File: config.mk
export PLATFORM = sky130hd
export DESIGN_NAME = obstacle_and_battery_safety_qualifier_unit
export DESIGN_NICKNAME = d
export VERILOG_FILES = /design/src/rtl/obsq_pkg.sv /design/src/rtl/obsq_fresh.sv /design/src/rtl/obstacle_and_battery_safety_qualifier_unit.sv
export SDC_FILE = /design/constraint.sdc
export NUM_CORES = 1
export LEC_CHECK = 0
export BUFFER_PORTS_ARGS = -buffer_cell sky130_fd_sc_hd__buf_4
export CORE_MARGIN = 4
export CORE_UTILIZATION = 50
export DETAILED_ROUTE_END_ITERATION = 8
export GPL_ROUTABILITY_DRIVEN = 0
export PLACE_DENSITY = 0.69
export SYNTH_ARGS = -nofsm -noshare
export SYNTH_HDL_FRONTEND = slang
export SYNTH_SLANG_ARGS = --single-unit
File: constraint.sdc
create_clock -name clk -period 4.85 [get_ports clk]
set_clock_uncertainty 0.1 [all_clocks]
set_input_delay 0.7275 -clock clk [delete_from_list [all_inputs] [get_ports clk]]
set_output_delay 0.7275 -clock clk [all_outputs]
set_load 0.01 [all_outputs]
File: src/rtl/obsq_pkg.sv
// ----------------------------------------------------------------------------
// Obstacle and battery qualifier package
// Shared types, register codes and widths for the safety qualifier block.
// ----------------------------------------------------------------------------
`default_nettype none

package obsq_pkg;

  localparam int TIME_W = 32;
  localparam int AGE_W  = 16;
  localparam int MEAS_W = 16;
  localparam int RUN_W  = 8;
  localparam int CFG_W  = 16;
  localparam int IDX_W  = 8;

  localparam logic [TIME_W-1:0] NONE_TIME = '1;

  // Configuration register indexes.
  typedef enum logic [IDX_W-1:0] {
    REG_MAX_SAMPLE_AGE    = 8'd0,
    REG_STOP_DIST         = 8'd1,
    REG_CLEAR_DIST        = 8'd2,
    REG_NEAR_NEEDED       = 8'd3,
    REG_CLEAR_NEEDED      = 8'd4,
    REG_BATT_WARN         = 8'd5,
    REG_BATT_SHUTDOWN     = 8'd6,
    REG_SHUTDOWN_NEEDED   = 8'd7
  } obsq_reg_t;

  typedef struct packed {
    logic [TIME_W-1:0] now_time;
    logic              dist_ok;
    logic [AGE_W-1:0]  dist_age;
    logic [MEAS_W-1:0] dist_value;
    logic              batt_ok;
    logic [AGE_W-1:0]  batt_age;
    logic [MEAS_W-1:0] batt_level;
  } obsq_in_t;

  typedef struct packed {
    logic             obstacle_now;
    logic             obstacle_began;
    logic [AGE_W-1:0] decision_age_out;
    logic             low_battery;
    logic             shutdown_event;
  } obsq_out_t;

  // One reading as seen by the freshness filter.
  typedef struct packed {
    logic             ok;
    logic [AGE_W-1:0] age;
  } obsq_sample_t;

endpackage

`default_nettype wire

File: src/rtl/obsq_fresh.sv
// ----------------------------------------------------------------------------
// Sample freshness filter
// Holds the capture time of the last fresh reading and flags new fresh ones.
// ----------------------------------------------------------------------------
`default_nettype none

module obsq_fresh
  import obsq_pkg::*;
(
  input  wire logic              clk,
  input  wire logic              rst,
  input  wire logic              step,
  input  wire logic [TIME_W-1:0] now_time,
  input  wire obsq_sample_t      sample,
  input  wire logic [AGE_W-1:0]  max_sample_age,
  output logic                   fresh
);

  logic [TIME_W-1:0] last_time;
  logic [TIME_W-1:0] captured;

  assign captured = now_time - {{(TIME_W-AGE_W){1'b0}}, sample.age};

  // All ones in the register means no reading taken yet.
  assign fresh = sample.ok && (sample.age <= max_sample_age) &&
                 ((last_time == NONE_TIME) || (captured != last_time));

  always_ff @(posedge clk) begin
    if (rst) begin
      last_time <= NONE_TIME;
    end else if (step && fresh) begin
      last_time <= captured;
    end
  end

endmodule

`default_nettype wire

File: src/rtl/obstacle_and_battery_safety_qualifier_unit.sv
// ----------------------------------------------------------------------------
// Obstacle and battery safety qualifier
// Qualifies distance and battery readings and produces stop and shutdown flags.
// ----------------------------------------------------------------------------
// One request carries a tick: the current time and a distance and a battery
// reading, each with a valid bit and an age. Every request gives exactly one
// result. The block takes a request in every cycle while results are taken; a
// request passes an input register and then a result register before its
// result shows on the outputs. The result register lets the next request in
// while a result waits. Stalls on the output side back up through in_ready.
// Configuration writes take effect at once and belong in periods with no
// request in flight.
`default_nettype none

module obstacle_and_battery_safety_qualifier_unit
  import obsq_pkg::*;
(
  input  wire logic             clk,
  input  wire logic             rst,
  input  wire logic             in_valid,
  output logic                  in_ready,
  input  wire obsq_in_t         in_data,
  output logic                  out_valid,
  input  wire logic             out_ready,
  output obsq_out_t             out_data,
  input  wire logic             cfg_wr_en,
  input  wire logic [IDX_W-1:0] cfg_index,
  input  wire logic [CFG_W-1:0] cfg_data
);

  // Configuration registers.
  logic [AGE_W-1:0]  max_sample_age;
  logic [MEAS_W-1:0] stop_dist;
  logic [MEAS_W-1:0] clear_dist;
  logic [RUN_W-1:0]  near_needed;
  logic [RUN_W-1:0]  clear_needed;
  logic [MEAS_W-1:0] batt_warn;
  logic [MEAS_W-1:0] batt_shutdown;
  logic [RUN_W-1:0]  shutdown_needed;

  always_ff @(posedge clk) begin
    if (rst) begin
      max_sample_age  <= AGE_W'(200);
      stop_dist       <= MEAS_W'(20);
      clear_dist      <= MEAS_W'(30);
      near_needed     <= RUN_W'(3);
      clear_needed    <= RUN_W'(3);
      batt_warn       <= MEAS_W'(6800);
      batt_shutdown   <= MEAS_W'(6400);
      shutdown_needed <= RUN_W'(5);
    end else if (cfg_wr_en) begin
      unique case (cfg_index)
        REG_MAX_SAMPLE_AGE:  max_sample_age  <= cfg_data[AGE_W-1:0];
        REG_STOP_DIST:       stop_dist       <= cfg_data[MEAS_W-1:0];
        REG_CLEAR_DIST:      clear_dist      <= cfg_data[MEAS_W-1:0];
        REG_NEAR_NEEDED:     near_needed     <= cfg_data[RUN_W-1:0];
        REG_CLEAR_NEEDED:    clear_needed    <= cfg_data[RUN_W-1:0];
        REG_BATT_WARN:       batt_warn       <= cfg_data[MEAS_W-1:0];
        REG_BATT_SHUTDOWN:   batt_shutdown   <= cfg_data[MEAS_W-1:0];
        REG_SHUTDOWN_NEEDED: shutdown_needed <= cfg_data[RUN_W-1:0];
        default: ;
      endcase
    end
  end

  // Input register and result register.
  logic      s1_valid;
  obsq_in_t  s1_data;
  logic      advance;
  obsq_out_t result_next;

  assign advance  = s1_valid && (!out_valid || out_ready);
  assign in_ready = !s1_valid || advance;

  always_ff @(posedge clk) begin
    if (rst) begin
      s1_valid  <= 1'b0;
      out_valid <= 1'b0;
    end else begin
      if (in_ready) begin
        s1_valid <= in_valid;
      end
      if (!out_valid || out_ready) begin
        out_valid <= s1_valid;
      end
    end
  end

  always_ff @(posedge clk) begin
    if (in_valid && in_ready) begin
      s1_data <= in_data;
    end
    if (advance) begin
      out_data <= result_next;
    end
  end

  // Freshness filters.
  logic         dist_fresh;
  logic         batt_fresh;
  obsq_sample_t dist_sample;
  obsq_sample_t batt_sample;

  assign dist_sample = {s1_data.dist_ok, s1_data.dist_age};
  assign batt_sample = {s1_data.batt_ok, s1_data.batt_age};

  obsq_fresh u_dist_fresh (
    .clk            (clk),
    .rst            (rst),
    .step           (advance),
    .now_time       (s1_data.now_time),
    .sample         (dist_sample),
    .max_sample_age (max_sample_age),
    .fresh          (dist_fresh)
  );

  obsq_fresh u_batt_fresh (
    .clk            (clk),
    .rst            (rst),
    .step           (advance),
    .now_time       (s1_data.now_time),
    .sample         (batt_sample),
    .max_sample_age (max_sample_age),
    .fresh          (batt_fresh)
  );

  // Qualifier state.
  logic [RUN_W-1:0] near_run, near_run_next;
  logic [RUN_W-1:0] clear_run, clear_run_next;
  logic             obstacle_latched, obstacle_latched_next;
  logic [AGE_W-1:0] held_age, held_age_next;
  logic [RUN_W-1:0] low_run, low_run_next;
  logic             shutdown_done, shutdown_done_next;
  logic [RUN_W-1:0] near_inc, clear_inc, low_inc;
  logic             began;
  logic             shut;

  // Runs saturate at the needed count so they never wrap.
  assign near_inc  = (near_run < near_needed) ? near_run + 1'b1 : near_run;
  assign clear_inc = (clear_run < clear_needed) ? clear_run + 1'b1 : clear_run;
  assign low_inc   = (low_run < shutdown_needed) ? low_run + 1'b1 : low_run;

  always_comb begin
    near_run_next         = near_run;
    clear_run_next        = clear_run;
    obstacle_latched_next = obstacle_latched;
    held_age_next         = held_age;
    began                 = 1'b0;
    if (dist_fresh) begin
      held_age_next = s1_data.dist_age;
      if (s1_data.dist_value < stop_dist) begin
        clear_run_next = '0;
        near_run_next  = near_inc;
        if (!obstacle_latched && (near_inc >= near_needed)) begin
          obstacle_latched_next = 1'b1;
          began                 = 1'b1;
        end
      end else if (s1_data.dist_value >= clear_dist) begin
        near_run_next  = '0;
        clear_run_next = clear_inc;
        if (obstacle_latched && (clear_inc >= clear_needed)) begin
          obstacle_latched_next = 1'b0;
        end
      end else begin
        near_run_next  = '0;
        clear_run_next = '0;
      end
    end
  end

  always_comb begin
    low_run_next       = low_run;
    shutdown_done_next = shutdown_done;
    shut               = 1'b0;
    if (batt_fresh) begin
      if (s1_data.batt_level <= batt_shutdown) begin
        low_run_next = low_inc;
        if (!shutdown_done && (low_inc >= shutdown_needed)) begin
          shutdown_done_next = 1'b1;
          shut               = 1'b1;
        end
      end else if (s1_data.batt_level > batt_warn) begin
        // Only a reading above the warn line re-arms the report.
        low_run_next       = '0;
        shutdown_done_next = 1'b0;
      end else begin
        low_run_next = '0;
      end
    end
  end

  always_comb begin
    result_next.obstacle_now     = obstacle_latched_next;
    result_next.obstacle_began   = began;
    result_next.decision_age_out = held_age_next;
    result_next.low_battery      = s1_data.batt_ok && (s1_data.batt_level <= batt_warn);
    result_next.shutdown_event   = shut;
  end

  always_ff @(posedge clk) begin
    if (rst) begin
      near_run         <= '0;
      clear_run        <= '0;
      obstacle_latched <= 1'b0;
      held_age         <= '0;
      low_run          <= '0;
      shutdown_done    <= 1'b0;
    end else if (advance) begin
      near_run         <= near_run_next;
      clear_run        <= clear_run_next;
      obstacle_latched <= obstacle_latched_next;
      held_age         <= held_age_next;
      low_run          <= low_run_next;
      shutdown_done    <= shutdown_done_next;
    end
  end

endmodule

`default_nettype wire

== After elaboration in Yosys (flattened, before gate mapping) ==
Cells that the tools add are included.

* Register bits: 330
* Bits in latches: 0
* Bits in writable memories: 0
* Memory bits (read-only): 0
* Memories kept: 0

* $add $sub $neg: 5
* Multiply operators: 0
* Divide/modulo/power cells: 0
* Magnitude comparators: 13
* Equal/unequal tests: 12
* Shifts and indexed selects: 0
* Muxes and demuxes: 18
* Bitwise logic cells: 0
* Reduce and logical (&&, ||, !) cells: 35

{| class="wikitable"
|+ Operator list
! kind !! count
|-
| $eq 32x32->1 const B || 2
|-
| $le 16x16->1 || 4
|-
| $ne 32x32->1 || 2
|-
| $sub 32x16->32 || 2
|-
| $mux 8 || 7
|-
| $eq 8x3->1 const B || 4
|-
| $add 8x1->8 const B || 3
|-
| $ge 8x8->1 || 3
|-
| $lt 8x8->1 || 3
|-
| $reduce_and 2->1 || 12
|-
| $eq 8x2->1 const B || 2
|-
| $ge 16x16->1 || 1
|-
| $gt 16x16->1 || 1
|-
| $lt 16x16->1 || 1
|-
| $mux 16 || 1
|-
| $logic_and 1x1->1 || 12
|-
| $mux 1 || 10
|-
| $eq 8x1->1 const B || 1
|-
| $logic_not 8->1 || 1
|-
| $logic_not 1->1 || 4
|-
| $logic_or 1x1->1 || 4
|-
| $reduce_and 4->1 || 1
|-
| $ne 2x1->1 const B || 1
|-
| $reduce_bool 2->1 || 1
|}

== Logic depth before layout (Yosys ltp) ==
* Word-level depth: 8
* Depth in mapped cells: 22
* Mapped depth without buffers: 21

== Hierarchy ==
Synthesis repeated with hierarchy kept, for this count alone.

* Cells, all modules: 2416
* Area total of the unflattened synthesis: 21197.8 sq um

{| class="wikitable"
|+ By module, submodules not included
! module !! instances !! cells an instance !! area an instance (sq um)
|-
| obstacle_and_battery_safety_qualifier_unit || 1 || 1195 || 12218.0
|-
| obsq_fresh at u_batt_fresh || 1 || 639 || 4665.7
|-
| obsq_fresh at u_dist_fresh || 1 || 582 || 4314.1
|}

== Least setup slack after synthesis ==
No wires, ideal clock.

* Path kind: reg-to-reg
* Start: register s1_data[66] in the netlist's numbering
* End: register near_run[0]
* Arrival time: 3637 ps
* Setup slack: 995 ps
* Cell stages (with the launch flop): 17
* Period minus slack after synthesis: 3855 ps
* Cell sequence: edfxtp_1 -> inv_1 -> ha_1 -> inv_1 -> fa_1 -> a211oi_2 -> o21ai_1 -> a21o_1 -> a21oi_1 -> xnor3_1 -> or4_1 -> nor4_1 -> nand4_1 -> and3_1 -> buf_6 -> nor2b_1 -> a32o_1

* Longest elaborated chain between the ends: 5

{| class="wikitable"
|+ RTL lines
! element !! RTL line !! source
|-
| from (decl) || obstacle_and_battery_safety_qualifier_unit.sv:68 || <nowiki>obsq_in_t s1_data;</nowiki>
|-
| from (signal assigned) || obstacle_and_battery_safety_qualifier_unit.sv:91 || <nowiki>s1_data <= in_data;</nowiki>
|-
| $sub 32x16->32 || obsq_fresh.sv:22 || <nowiki>assign captured = now_time - {{(TIME_W-AGE_W){1'b0}}, sample.age};</nowiki>
|-
| $ne 32x32->1 || obsq_fresh.sv:26 || <nowiki>((last_time == NONE_TIME) || (captured != last_time));</nowiki>
|-
| $logic_or 1x1->1 || obsq_fresh.sv:26 ||
|-
| $logic_and 1x1->1 || obsq_fresh.sv:25 || <nowiki>assign fresh = sample.ok && (sample.age <= max_sample_age) &&</nowiki>
|-
| $reduce_and 2->1 (no source line) || -- ||
|-
| to (signal assigned) || obstacle_and_battery_safety_qualifier_unit.sv:209 || <nowiki>near_run <= near_run_next;</nowiki>
|-
| to (decl) || obstacle_and_battery_safety_qualifier_unit.sv:128 || <nowiki>logic [RUN_W-1:0] near_run, near_run_next;</nowiki>
|}

No other way between the ends.
A chain may end at the register's enable or synchronous reset.

== Final worst setup path ==
* Start: register s1_data[66] in the netlist's numbering
* End: register out_data[19] in the netlist's numbering (data pin)

* Longest elaborated chain between the ends: 5

{| class="wikitable"
|+ RTL lines
! element !! RTL line !! source
|-
| $sub 32x16->32 || obsq_fresh.sv:22 ||
|-
| $ne 32x32->1 || obsq_fresh.sv:26 ||
|-
| $logic_or 1x1->1 || obsq_fresh.sv:26 ||
|-
| $logic_and 1x1->1 || obsq_fresh.sv:25 ||
|-
| $mux 1 || obstacle_and_battery_safety_qualifier_unit.sv:149 || <nowiki>if (dist_fresh) begin</nowiki>
|-
| via obstacle_latched_next || obstacle_and_battery_safety_qualifier_unit.sv:130 || <nowiki>logic obstacle_latched, obstacle_latched_next;</nowiki>
|-
| to (signal assigned) || obstacle_and_battery_safety_qualifier_unit.sv:94 || <nowiki>out_data <= result_next;</nowiki>
|-
| to (decl) || obstacle_and_battery_safety_qualifier_unit.sv:25 || <nowiki>output obsq_out_t out_data,</nowiki>
|}

The timed path passes the listed nets, and every way through them passes these cells.

==> results <==
- The analysis attributes to net switching a power of 1.913 mW.
- The worst-case reg-to-reg path depth is 15.
- Setup repair after global routing left no endpoint under its margin.
- The critical path arrival is just under 5 ns.
- The instance count after placement with tap cells included is roughly 2800.
- The sequential power share is 43.5%.
- Yosys attributes the largest share of cell area to dfxtp_1 (21%), edfxtp_1 (18%), ha_1 (11%).
- The number of synthesized flops with an enable pin is 118.
- By count the netlist is led by nand2_1 (288), dfxtp_1 (212), ha_1 (176).
- The worst-skew pair later-pin latency is around 0.57 ns.
- In this run, the number of DRC markers left after iteration 0 of detailed routing was about 1800.
- The area of the die is between 40000 and 50000 µm².
- The floorplan step set the die width to between 200 and 250 µm.
- The worst register-to-register path begins at s1_data[66].
- The worst relative slew slack is around 17%.
- In the synthesized netlist the async set-or-reset flop fraction comes to 0%.
- The setup violation total in the final timing report is 0.
- Across the VDD grid, the largest voltage drop is between 0.2 and 0.25 mV.
- The total design power is approximately 7.0 mW.
- The cell count after synthesis came out at roughly 2200.
- Row generation in the floorplan step produced 73 rows.
- The starting density of the core is a little over 50%.
- The post-synth design cell area is around 20000 µm².
- The buffer type at the clock tree root is clkbuf_16.
- The biggest area consumer among synthesized cells is dfxtp_1.
- The number of pins exceeding their max-slew limit in the final report is 0.
- The number of nets with antenna violations after detailed routing is 0.
- The portion of total power attributed to combinational logic is 15.5%.
- The I/O pin total is ~150.
- Dividing the detail-routed wire length by the instance count gives 20.35 µm.
- The hold path endpoint is s1_data[14].
- Summed over its instances, the top area cell type makes up between 20% and 30% of the synthesized netlist area.
- Global routing finished with a remaining overflow of 0.
- The detailed-route DRC error count is 0.
- The flow ran to the end, and the final reports show no timing, DRC or antenna violations.
- TritonCTS built the clock tree.
- The endpoint of the worst register-to-register path is out_data[19].
- The category of the worst setup path capture point is a flip-flop.
- The number of storage elements in the synthesis netlist is between 300 and 400.
- Along the worst hold path, the cell count comes to 1.
- The flop-to-flop setup slack is around 0.22 ns.
- The largest net degree at the start of global routing is between 90 and 100.
- The half-perimeter wire length after detailed placement is about 44000 µm.
- The worst-case setup slack after placement is approximately 0.19 ns.
- The total negative setup slack is 0 ns.
- The worst setup margin is 0.2237 ns.
- The total leakage power is ~9.5 nW.
- The detailed-route wire length is around 59000 µm.
- The average instance area after synthesis is about 9 µm².
- The startpoint of the tightest hold check path is in_data[14].
- The start-to-end type of the worst setup path is flip-flop to flip-flop.
- Yosys instantiated no cell more often than nand2_1.
- From bottom edge to top edge, the die measures between 200 and 250 µm.
- The ratio of total power to cell area is just over 300 nW/µm².
- The clock slew seen by the registers of the worst setup and hold paths is 0.06 ns.
- The number of detailed-route iterations in the first pass is 6.
- CTS saw 330 sinks.
- Fill cells in the final layout number about 3600.
- The count of buffers added on input and output ports is ~150.
- The transition time at the pin with the least slew margin is roughly 1.2 ns.
- The via count of the first global-routing pass is between 15000 and 20000.
- Of all nets on the critical path, the largest fanout is 34.
- The area inside the core boundary is around 40000 µm².
- The share of total power in the clock network is between 40 and 50%.
- From synthesis to final layout, the design area changed by 14.99%.
- The highest clock frequency the design can meet is about 220 MHz.
- The fraction of final layout cells with drive strength greater than 1 is around 13%.
- The number of nets in the synthesized netlist is roughly 2500.
- Global routing used a little over a quarter of the available tracks across all layers.
- The first global-routing pass estimated approximately 93000 µm of wire.
- The final cell count without fillers is 2924.
- Cell internal power was estimated by the tool at just over 5 mW.
- The number of CTS-inserted buffers is 39.
- In the routed layout, each cell is associated on average with a via count of 5.997.
- Once the clock tree was built, the setup fixing pass inserted 0 buffers.
- STA classifies the critical path startpoint as a flip-flop.
- The net total in the final layout is 2671.
- For this run, the number of Yosys warnings is 0.
- The total number of vias is ~18000.
- The dominant register cell in the synthesized netlist is dfxtp_1.
- The final hold violation count came to 0.
- The number of violations of the max-capacitance limit is 0.
- The final critical delay including setup and external delays is approximately 4.6 ns.
- The required time reported for the critical path endpoint is a little over 5 ns.
- The number of levels in the clock H-tree is 2.
- The switching part of the total power is 27.36%.
- The number of antenna violations at the first check in global routing came to 3.
- The period utilization is ~95%.
- Sequential elements use 38.64% of the synthesized area.
- The worst hold path belongs to the class input port to flip-flop.
- The number of different library cells used by synthesis comes to 89.
- The largest buffer count on any clock path is 3.
power groups by stage:
stage / clock network [mW] / registers [mW] / logic [mW]
floorplan: 0 / 3.06 / 0.689
global placement: 0 / 3.09 / 1.03
detailed placement: 0 / 3.10 / 1.05
CTS: 2.92 / 3.04 / 1.06
global route: 3.04 / 3.04 / 1.18
finish: 2.87 / 3.04 / 1.09
final cells by class:
cell class,count,area [µm²],area share (%)
diodes,2,5.005,0.02160
multi-input cells,1640,11320,48.83
well taps,525,656.9,2.835
clock buffers,53,1110,4.789
flip-flops and latches,330,7787,33.61
inverters,151,566.8,2.446
clock inverters,19,162.7,0.7019
repair buffers,204,1569,6.771
repair_timing:
action	in CTS	in global routing
setup endpoints to repair	0	54
hold buffers	0	0
resized for setup	0	6
registers in the layout, indices dropped and copies added (netlist names), 16 cells and up:
register	flops
s1_data	64
u_batt_fresh.last_time	32
u_dist_fresh.last_time	32
out_data	20
batt_sample	17
dist_sample	17
batt_shutdown	16
batt_warn	16
clear_dist	16
held_age	16
max_sample_age	16
stop_dist	16
stage by stage:
stage                     area (µm²)  hold WS, ns  util [%]
after floorplan                20150       0.3363         -
after global placement         21860       0.3420     54.89
after detailed placement       21860       0.3465     54.89
after CTS                      23130       0.2062     58.09
after global routing           23170       0.2203     58.19
final                          23170       0.2324     58.19
layer usage:
| metal | global-route usage (%) | wire [µm] | up-vias |
|---|---|---|---|
| met4 | 8.821 | 1826 | 0 |
| met3 | 5.044 | 5793 | 125 |
| met5 | 0 | 0 | - |
| li1 | - | - | 8291 |
| met1 | 38.46 | 26310 | 8273 |
| met2 | 39.40 | 25560 | 845 |
worst max path at each step:
stage | from | to | slack [ns]
final | s1_data[66] | out_data[19] | 0.22
after global routing | s1_data[66] | out_data[3] | 0.002
after CTS | s1_data[66] | u_dist_fresh.last_time[28] | 0.16
after detailed placement | s1_data[66] | u_dist_fresh.last_time[21] | 0.19
after global placement | s1_data[66] | u_dist_fresh.last_time[10] | 0.26
after floorplan | s1_data[66] | near_run[0] | 1.0
layout by cell type, fill, tap and decap left out, types with 6 or more instances in the layout:
cell type,netlist,layout
and3_1,15,14
mux2_2,7,7
xnor2_1,81,81
or3_1,7,7
o211ai_1,55,55
clkbuf_1,83,7
ha_1,176,176
dfxtp_1,212,212
clkbuf_16,0,40
xor2_1,34,34
xnor3_1,11,11
o21ai_0,79,76
inv_1,150,150
nand2b_1,32,32
edfxtp_1,118,118
a211oi_1,18,17
a21o_1,46,46
clkinv_2,0,10
nor4_1,27,27
mux2i_1,55,55
nand2_1,288,287
nor2b_1,30,29
clkbuf_8,0,6
o21a_1,23,23
a31oi_1,31,31
o21ai_1,12,15
or2_2,8,8
nand4_1,54,54
and2_1,13,12
a21oi_1,155,155
buf_4,3,201
a211o_1,6,6
nand3_1,42,42
nor3b_1,11,9
nor3_1,58,57
nor2_1,129,129
worst max-delay path, cell delays in order (launching register included):
cell	delay, ns
edfxtp_1	0.35
inv_1	0.12
ha_1	0.18
inv_1	0.05
fa_1	0.44
a211oi_4	0.34
o21ai_1	0.19
a21o_1	0.23
a21oi_1	0.28
xnor3_1	0.27
or4_1	0.50
nor4_1	0.27
nand4_1	0.27
nand2_1	0.20
buf_12	0.20
mux2_2	0.35
cells by family after synthesis:
family | share of synthesized area [%]
muxes | 3.179
adders and majority gates | 11.13
AOI/OAI and AO/OA | 16.28
DFF | 38.64
and+or+nand+nor | 18.52
buffers and inverters | 5.551
xor gates and xnor gates | 6.699
Note: power is estimated with default switching activity, not from simulation.
